--- src/design/ber_primitive_tlv_encoder_assert.svh ---
// Assertion macros for the BER primitive TLV encoder.
// Used by files that check their own logic; expects clk_i and rst_ni in scope.
`ifndef BER_PRIMITIVE_TLV_ENCODER_ASSERT_SVH
`define BER_PRIMITIVE_TLV_ENCODER_ASSERT_SVH

`ifndef SYNTH
// Check a property on every clock edge outside reset
`define TLV_ASSERT(label, prop, msg) \
  label: assert property (@(posedge clk_i) disable iff (!rst_ni) (prop)) else $error(msg);
// Check that a condition in one cycle implies another in the next
`define TLV_ASSERT_NEXT(label, pre, post, msg) \
  label: assert property (@(posedge clk_i) disable iff (!rst_ni) (pre) |=> (post)) \
    else $error(msg);
`else
`define TLV_ASSERT(label, prop, msg)
`define TLV_ASSERT_NEXT(label, pre, post, msg)
`endif

`endif

--- src/design/ber_tlv_pkg.sv ---
// Shared types, command codes and a helper function of the BER TLV encoder.
// No dependencies.
`timescale 1ns / 1ps

package ber_tlv_pkg;

  localparam int unsigned MaxBytes = 7;
  localparam int unsigned CntW     = $clog2(MaxBytes + 1);

  localparam logic [7:0]  LenShortMax = 8'd127;
  localparam logic [7:0]  LenLong1    = 8'h81;
  localparam logic [7:0]  LenLong2    = 8'h82;
  localparam logic [7:0]  LenLong3    = 8'h83;
  localparam logic [7:0]  BoolTrue    = 8'hff;
  localparam logic [7:0]  BoolFalse   = 8'h00;
  localparam logic [7:0]  BoolLen     = 8'h01;
  localparam logic [23:0] LenSatMax   = 24'hffffff;

  typedef enum logic [2:0] {
    CmdLen    = 3'd0,
    CmdTagLen = 3'd1,
    CmdBool   = 3'd2,
    CmdUint   = 3'd3,
    CmdInt    = 3'd4,
    CmdUintTl = 3'd5
  } cmd_e;

  typedef logic [CntW-1:0] cnt_t;

  // Octet sequence, first octet in the top byte
  typedef struct packed {
    logic [8*MaxBytes-1:0] bytes;
    cnt_t                  count;
  } tlv_seq_t;

  // Count redundant leading octets of a big-endian string of sz octets
  // (left aligned in raw), keeping at least one octet.
  function automatic logic [2:0] lead_skip(logic [39:0] raw, logic [2:0] sz);
    logic [2:0] s;
    logic       stop;
    logic [7:0] cur;
    logic [7:0] nxt;
    s    = 3'd0;
    stop = 1'b0;
    for (int i = 0; i < 4; i++) begin
      cur = raw[39-8*i -: 8];
      nxt = raw[31-8*i -: 8];
      if (!stop && (3'(i) < sz - 3'd1)) begin
        if ((cur == 8'h00 && !nxt[7]) || (cur == 8'hff && nxt[7])) begin
          s = s + 3'd1;
        end else begin
          stop = 1'b1;
        end
      end
    end
    return s;
  endfunction

endpackage

--- src/design/ber_tlv_encode.sv ---
// Combinational builder of the full octet sequence for one command.
// Depends on ber_tlv_pkg.
`timescale 1ns / 1ps

module ber_tlv_encode
  import ber_tlv_pkg::*;
(
  input  logic [2:0]  cmd_i,
  input  logic [7:0]  tag_i,
  input  logic [31:0] value_word_i,
  output tlv_seq_t    seq_o
);

  logic [23:0] len_sat;
  logic [31:0] len_seq;
  cnt_t        len_n;
  logic [39:0] uint_raw;
  logic [2:0]  uint_skip;
  logic [39:0] uint_cont;
  logic [2:0]  uint_n;
  logic [39:0] int_raw;
  logic [2:0]  int_skip;
  logic [39:0] int_cont;
  logic [2:0]  int_n;
  logic [7:0]  bool_byte;

  // Saturate and pick the length form
  always_comb begin
    len_sat = (value_word_i[31:24] != 8'h00) ? LenSatMax : value_word_i[23:0];
    if (len_sat <= {16'h0, LenShortMax}) begin
      len_seq = {len_sat[7:0], 24'h0};
      len_n   = cnt_t'(1);
    end else if (len_sat[23:8] == 16'h0) begin
      len_seq = {LenLong1, len_sat[7:0], 16'h0};
      len_n   = cnt_t'(2);
    end else if (len_sat[23:16] == 8'h0) begin
      len_seq = {LenLong2, len_sat[15:0], 8'h0};
      len_n   = cnt_t'(3);
    end else begin
      len_seq = {LenLong3, len_sat};
      len_n   = cnt_t'(4);
    end
  end

  // Minimal integer content (unsigned with an implicit leading zero octet, and signed) and the boolean octet
  always_comb begin
    uint_raw  = {8'h00, value_word_i};
    uint_skip = lead_skip(uint_raw, 3'd5);
    uint_cont = uint_raw << (8 * uint_skip);
    uint_n    = 3'd5 - uint_skip;
    int_raw   = {value_word_i, 8'h00};
    int_skip  = lead_skip(int_raw, 3'd4);
    int_cont  = int_raw << (8 * int_skip);
    int_n     = 3'd4 - int_skip;
    bool_byte = (value_word_i != 32'h0) ? BoolTrue : BoolFalse;
  end

  // Assemble the sequence per command; unknown codes give no octets
  always_comb begin
    case (cmd_e'(cmd_i))
      CmdLen: begin
        seq_o.bytes = {len_seq, 24'h0};
        seq_o.count = len_n;
      end
      CmdTagLen: begin
        seq_o.bytes = {tag_i, len_seq, 16'h0};
        seq_o.count = len_n + cnt_t'(1);
      end
      CmdBool: begin
        seq_o.bytes = {tag_i, BoolLen, bool_byte, 32'h0};
        seq_o.count = cnt_t'(3);
      end
      CmdUint: begin
        seq_o.bytes = {uint_cont, 16'h0};
        seq_o.count = cnt_t'(uint_n);
      end
      CmdInt: begin
        seq_o.bytes = {int_cont[39:8], 24'h0};
        seq_o.count = cnt_t'(int_n);
      end
      CmdUintTl: begin
        seq_o.bytes = {tag_i, 5'b0, uint_n, uint_cont};
        seq_o.count = cnt_t'(uint_n) + cnt_t'(2);
      end
      default: begin
        seq_o.bytes = '0;
        seq_o.count = '0;
      end
    endcase
  end

endmodule

--- src/design/ber_tlv_emit.sv ---
// Result buffer that shifts out one octet per accepted output request.
// Depends on ber_tlv_pkg.
`timescale 1ns / 1ps

module ber_tlv_emit
  import ber_tlv_pkg::*;
(
  input  logic       clk_i,
  input  logic       rst_ni,
  input  tlv_seq_t   seq_i,
  input  logic       seq_valid_i,
  output logic       load_o,
  output logic [7:0] out_byte_o,
  output logic       last_byte_o,
  output logic       out_valid_o,
  input  logic       out_ready_i
);

  logic [8*MaxBytes-1:0] seq_d, seq_q;
  cnt_t                  cnt_d, cnt_q;
  logic                  pop;

  // Reload when empty or when the final octet leaves this cycle
  assign pop    = out_valid_o && out_ready_i;
  assign load_o = seq_valid_i && ((cnt_q == '0) || ((cnt_q == cnt_t'(1)) && out_ready_i));

  always_comb begin
    seq_d = seq_q;
    cnt_d = cnt_q;
    if (load_o) begin
      seq_d = seq_i.bytes;
      cnt_d = seq_i.count;
    end else if (pop) begin
      seq_d = seq_q << 8;
      cnt_d = cnt_q - cnt_t'(1);
    end
  end

  // Hold octet count
  always_ff @(posedge clk_i or negedge rst_ni) begin
    if (!rst_ni) begin
      cnt_q <= '0;
    end else begin
      cnt_q <= cnt_d;
    end
  end

  // Hold octet payload
  always_ff @(posedge clk_i) begin
    seq_q <= seq_d;
  end

  assign out_valid_o = (cnt_q != '0);
  assign out_byte_o  = seq_q[8*MaxBytes-1 -: 8];
  assign last_byte_o = (cnt_q == cnt_t'(1));

endmodule

--- src/design/ber_primitive_tlv_encoder.sv ---
// BER primitive TLV encoder: one command in, its BER octets out one per cycle while out_ready_i is high.
// Path: the request is registered, then loaded into the result buffer once that is free, which drives its first octet.
// Throughput: one octet per cycle while out_ready_i is high; a command holds the output for its 1 to 7
// octets, and commands with no octets pass at one per cycle.
// Reset: asynchronous active low, clears the input and output valid state.
// Depends on ber_tlv_pkg, ber_tlv_encode, ber_tlv_emit and ber_primitive_tlv_encoder_assert.svh.
`timescale 1ns / 1ps
`include "ber_primitive_tlv_encoder_assert.svh"

module ber_primitive_tlv_encoder
  import ber_tlv_pkg::*;
(
  input  logic        clk_i,
  input  logic        rst_ni,
  input  logic        in_valid_i,
  output logic        in_ready_o,
  input  logic [2:0]  cmd_i,
  input  logic [7:0]  tag_i,
  input  logic [31:0] value_word_i,
  output logic        out_valid_o,
  input  logic        out_ready_i,
  output logic [7:0]  out_byte_o,
  output logic        last_byte_o
);

  logic        in_valid_q;
  logic [2:0]  cmd_q;
  logic [7:0]  tag_q;
  logic [31:0] value_q;
  tlv_seq_t    seq;
  logic        load;

  // Take a new request when none is held or the held one moves on this cycle
  assign in_ready_o = !in_valid_q || load;

  always_ff @(posedge clk_i or negedge rst_ni) begin
    if (!rst_ni) begin
      in_valid_q <= 1'b0;
    end else if (in_ready_o) begin
      in_valid_q <= in_valid_i;
    end
  end

  // Hold request payload
  always_ff @(posedge clk_i) begin
    if (in_valid_i && in_ready_o) begin
      cmd_q   <= cmd_i;
      tag_q   <= tag_i;
      value_q <= value_word_i;
    end
  end

  ber_tlv_encode u_encode (
    .cmd_i        (cmd_q),
    .tag_i        (tag_q),
    .value_word_i (value_q),
    .seq_o        (seq)
  );

  ber_tlv_emit u_emit (
    .clk_i       (clk_i),
    .rst_ni      (rst_ni),
    .seq_i       (seq),
    .seq_valid_i (in_valid_q),
    .load_o      (load),
    .out_byte_o  (out_byte_o),
    .last_byte_o (last_byte_o),
    .out_valid_o (out_valid_o),
    .out_ready_i (out_ready_i)
  );

  // Checks on sequencing
  `TLV_ASSERT(a_no_reload_mid_seq, !(out_valid_o && !last_byte_o && load), "reload mid sequence")
  `TLV_ASSERT_NEXT(a_seq_continues, out_valid_o && out_ready_i && !last_byte_o, out_valid_o, "sequence cut short")
  `TLV_ASSERT_NEXT(a_held_request_stays, in_valid_q && !load, in_valid_q, "held request lost")

endmodule
--- config.mk ---
export PLATFORM = sky130hd
export DESIGN_NAME = ber_primitive_tlv_encoder
export DESIGN_NICKNAME = d
export VERILOG_FILES = /design/src/design/ber_tlv_pkg.sv /design/src/design/ber_tlv_encode.sv /design/src/design/ber_tlv_emit.sv /design/src/design/ber_primitive_tlv_encoder.sv
export VERILOG_INCLUDE_DIRS = /design/src /design/src/design
export SDC_FILE = /design/constraint.sdc
export NUM_CORES = 1
export LEC_CHECK = 0
export ABC_AREA = 0
export BUFFER_PORTS_ARGS = -buffer_cell sky130_fd_sc_hd__buf_2
export CAP_MARGIN = 10
export CORE_ASPECT_RATIO = 1.2
export CORE_UTILIZATION = 30
export DETAILED_ROUTE_END_ITERATION = 10
export GPL_ROUTABILITY_DRIVEN = 0
export HOLD_SLACK_MARGIN = 0.06
export PLACE_DENSITY = 0.49
export SYNTH_ARGS = -nofsm -noshare
export SYNTH_HDL_FRONTEND = slang
export SYNTH_SLANG_ARGS = --single-unit
--- constraint.sdc ---
create_clock -name clk_i -period 4.1 [get_ports clk_i]
set_input_delay 0.82 -clock clk_i [delete_from_list [all_inputs] [get_ports clk_i]]
set_output_delay 0.82 -clock clk_i [all_outputs]
set_load 0.02 [all_outputs]
==> results.json <==
{
  "async_flop_share_pct": 3.883,
  "die_area_um2": 23450,
  "cp_slowest_stage_delay_ns": 0.58,
  "clkSinkCount": 103,
  "finalSetupViolations": 0,
  "critPathLaunch": "value_q[26]$_DFFE_PP_",
  "finalNetCount": 787,
  "worstMarginPinSlew_ns": 1.026,
  "worst_setup_path_start_kind": "register",
  "status": "complete, no violations",
  "final_area_um2": 7767,
  "overflow": 0,
  "grt_first_pass_wirelength_um": 39660,
  "setup-tns-final_ns": 0,
  "critPathCapture": "u_emit.seq_q[38]$_DFFE_PP_",
  "muxShareOfSynthArea_pct": 4.037,
  "slew_violations": 0,
  "crit_top_cell": "a221o_1",
  "crit_slowest_cell": "nor4_1",
  "viasPerCell": 6.422,
  "synthAdderAreaFrac_pct": 0.9132,
  "synthXorXnorAreaFrac_pct": 0.3836,
  "coreArea_um2": 22450,
  "period_share_pct": 93.49,
  "synth_edf_count": 99,
  "cp_cell_sequence": "nor4_1 -> nand3_1 -> inv_2 -> buf_4 -> nor2_1 -> nor2_4 -> mux2_1 -> a221o_1 -> a221o_1",
  "grtUsageTotal_pct": 22.53,
  "cts_resized": 0,
  "powerDensity_nw_per_um2": 561.9,
  "place_area_um2": 7447,
  "cap_violations": 0,
  "clk_latency_ns": 0.37,
  "rsz0062_at_grt": "no",
  "num_antenna_cells": 0,
  "r2r_end": "u_emit.seq_q[38]$_DFFE_PP_",
  "hold_buffers": 0,
  "synthCells": 693,
  "layout_min_cycle_time_ns": 3.833,
  "crit_fanout": 14,
  "r2r_cells": 9,
  "area_growth_pct": 13.39,
  "synth_top_family_by_area": "compound AO/OA/AOI/OAI gates",
  "synth_area_um2": 6850,
  "skew_ns": 0.01162,
  "dp_slack_ns": 0.3661,
  "final_util_pct": 34.60,
  "rrSetupSlack_ns": 0.27,
  "avgSynthCellArea_um2": 9.885,
  "htree_levels": 3,
  "ys_types": 78,
  "synthSimpleGateAreaFrac_pct": 15.63,
  "grt_max_degree": 61,
  "vdd_ir_drop_max_mv": 0.2970,
  "io_pins": 58,
  "drcViolationCount": 0,
  "synth-compound-area-share_pct": 28.88,
  "yosys_warnings": 0,
  "fillerInstances": 2242,
  "p_sw_share_pct": 37.56,
  "end_kind": "register",
  "synth.net_count": 745,
  "antenna_found_initial": 0,
  "worst_slack_ns": 0.2668,
  "root_buffer": "clkbuf_16",
  "power_frac_seq_pct": 43.8,
  "synth-seq-area-share_pct": 44.86,
  "die_h_um": 167.5,
  "ant_nets": 0,
  "layout-drive-gt1-share_pct": 20.27,
  "io_buffers": 57,
  "worstPathRequired_ns": 4.22,
  "setup.worst_path.class": "register to register",
  "rr_startpoint": "value_q[26]$_DFFE_PP_",
  "min_path_type": "input pin to async pin",
  "grt_pass1_vias": 6236,
  "critical_path_arrival_ns": 3.96,
  "die_w_um": 139.9,
  "wl_um": 26120,
  "ys.flop_type": "edfxtp_1",
  "clkPwrFrac_pct": 21.8,
  "tritoncts": "yes",
  "hpwl_um": 18840,
  "clock_path_buffers": 2,
  "vias": 6544,
  "cts_buffers": 9,
  "synth-seq-cells": 103,
  "p_int_w": 0.002725,
  "floorplan.initialDensity_pct": 30.52,
  "path_clk_slew_ns": 0.08,
  "comb_power_share_pct": 34.4,
  "dr.pass1.iters": 6,
  "drtIter0Drc": 1059,
  "fmax_mhz": 260.9,
  "rows": 60,
  "power_switching_w": 0.001639,
  "relSlewSlack_pct": 31.05,
  "hold_viol": 0,
  "cts_setup_buffers": 0,
  "leakagePower_nw": 2.674,
  "route.detailed.wl_per_inst_um": 25.63
}
[critical path: cells and delay by family (launching register included)]
kind / cells / cell delay [ns]
compound gates: 2 / 0.56
buf+inv: 2 / 0.38
flops: 1 / 0.50
mux: 1 / 0.40
simple gates: 4 / 1.74
[cells in the mapped netlist, types with 4 or more instances]
| cell type | n | area [µm²] |
|---|---|---|
| and2_1 | 11 | 68.82 |
| nor4_1 | 6 | 37.54 |
| ha_1 | 5 | 62.56 |
| a221oi_1 | 13 | 113.9 |
| nor4_2 | 4 | 50.05 |
| inv_1 | 10 | 37.54 |
| o21a_1 | 5 | 37.54 |
| a31oi_1 | 17 | 106.4 |
| o221ai_1 | 13 | 113.9 |
| o22ai_1 | 12 | 75.07 |
| a21oi_1 | 37 | 185.2 |
| nor2_1 | 46 | 172.7 |
| buf_6 | 5 | 56.30 |
| buf_4 | 9 | 67.56 |
| nand2_1 | 63 | 236.5 |
| mux2i_1 | 16 | 160.2 |
| nand4_1 | 11 | 68.82 |
| a22o_1 | 13 | 113.9 |
| edfxtp_1 | 99 | 2973 |
| a222oi_1 | 12 | 120.1 |
| buf_2 | 11 | 55.05 |
| a22oi_1 | 21 | 157.7 |
| a221o_1 | 9 | 90.09 |
| o21ai_1 | 6 | 30.03 |
| o31ai_1 | 4 | 30.03 |
| o21ai_0 | 55 | 275.3 |
| dfrtp_1 | 4 | 100.1 |
| clkbuf_1 | 37 | 138.9 |
| nand3_1 | 20 | 100.1 |
| o211ai_1 | 6 | 45.04 |
| a211oi_1 | 8 | 60.06 |
| a211o_1 | 8 | 70.07 |
| nor3_1 | 14 | 70.07 |
| a32oi_1 | 6 | 52.55 |
| or4_1 | 6 | 45.04 |
| mux2_2 | 8 | 90.09 |
[registers in the layout, summed over array words and instances, names as in the netlist]
signal / count
cmd_q: 3
in_valid_q: 1
tag_q: 8
u_emit.cnt_q: 3
u_emit.seq_q: 56
value_q: 32
[power by group through the flow]
stage / combinational, W / clock (W) / sequential, W
2_1_floorplan: 0.00115 / 0 / 0.00174
3_3_place_gp: 0.00145 / 0 / 0.00192
3_5_place_dp: 0.00147 / 0 / 0.00191
4_1_cts: 0.00147 / 0.000962 / 0.00190
5_1_grt: 0.00162 / 0.00100 / 0.00195
6_report: 0.00150 / 0.000950 / 0.00191
[through the flow]
stage          power [W]  hold WS, ns  cells
2_1_floorplan   0.002885       0.4818    693
3_3_place_gp    0.003367       0.4953   1003
3_5_place_dp    0.003379       0.4973   1003
4_1_cts         0.004333       0.2398   1019
5_1_grt         0.004570       0.2338   1019
6_report        0.004365       0.2388   1019
[final cells by class]
cell class,count,area (µm²),share of cell area (%)
Clock buffer,9,225.2,2.899
Clock inverter,7,95.09,1.224
Inverter,11,41.29,0.5316
Multi-Input combinational cell,516,3421,44.04
Sequential cell,103,3073,39.56
Tap cell,279,349.1,4.494
Timing Repair Buffer,94,563.0,7.249
[cell families after synthesis]
family	Yosys count
xor+xnor	3
simple gates	209
buf+inv	74
compound gates	273
flops	103
mux	26
fa+ha+maj	5
[worst min-delay path by stage]
stage,startpoint,to,slack (ns)
4_1_cts,rst_ni,u_emit.cnt_q[0]$_DFFE_PN0P_,0.24
6_report,rst_ni,in_valid_q$_DFFE_PN0N_,0.24
2_1_floorplan,u_emit.cnt_q[1]$_DFFE_PN0P_,u_emit.cnt_q[1]$_DFFE_PN0P_,0.48
3_5_place_dp,u_emit.cnt_q[1]$_DFFE_PN0P_,u_emit.cnt_q[1]$_DFFE_PN0P_,0.50
3_3_place_gp,u_emit.cnt_q[1]$_DFFE_PN0P_,u_emit.cnt_q[1]$_DFFE_PN0P_,0.50
5_1_grt,rst_ni,u_emit.cnt_q[0]$_DFFE_PN0P_,0.23
[routing by layer]
layer	share of wire, %	vias up	GRT usage (%)
li1	-	2863	-
met1	39	3058	28.95
met2	45	525	35.78
met3	9.8	98	4.461
met4	5.5	0	11.66
met5	0	-	0
[cells in the final DEF (no fill, tap or decap), types with 13 or more instances in the layout]
cell,instances
nand2_1,63
mux2i_1,16
nor3_1,14
a21oi_1,37
o221ai_1,13
nor2_1,46
edfxtp_1,99
a22oi_1,21
o21ai_0,55
a31oi_1,17
buf_4,37
a221oi_1,13
a22o_1,13
buf_2,57
nand3_1,20
No activity file was read; power rests on OpenSTA's default activity.
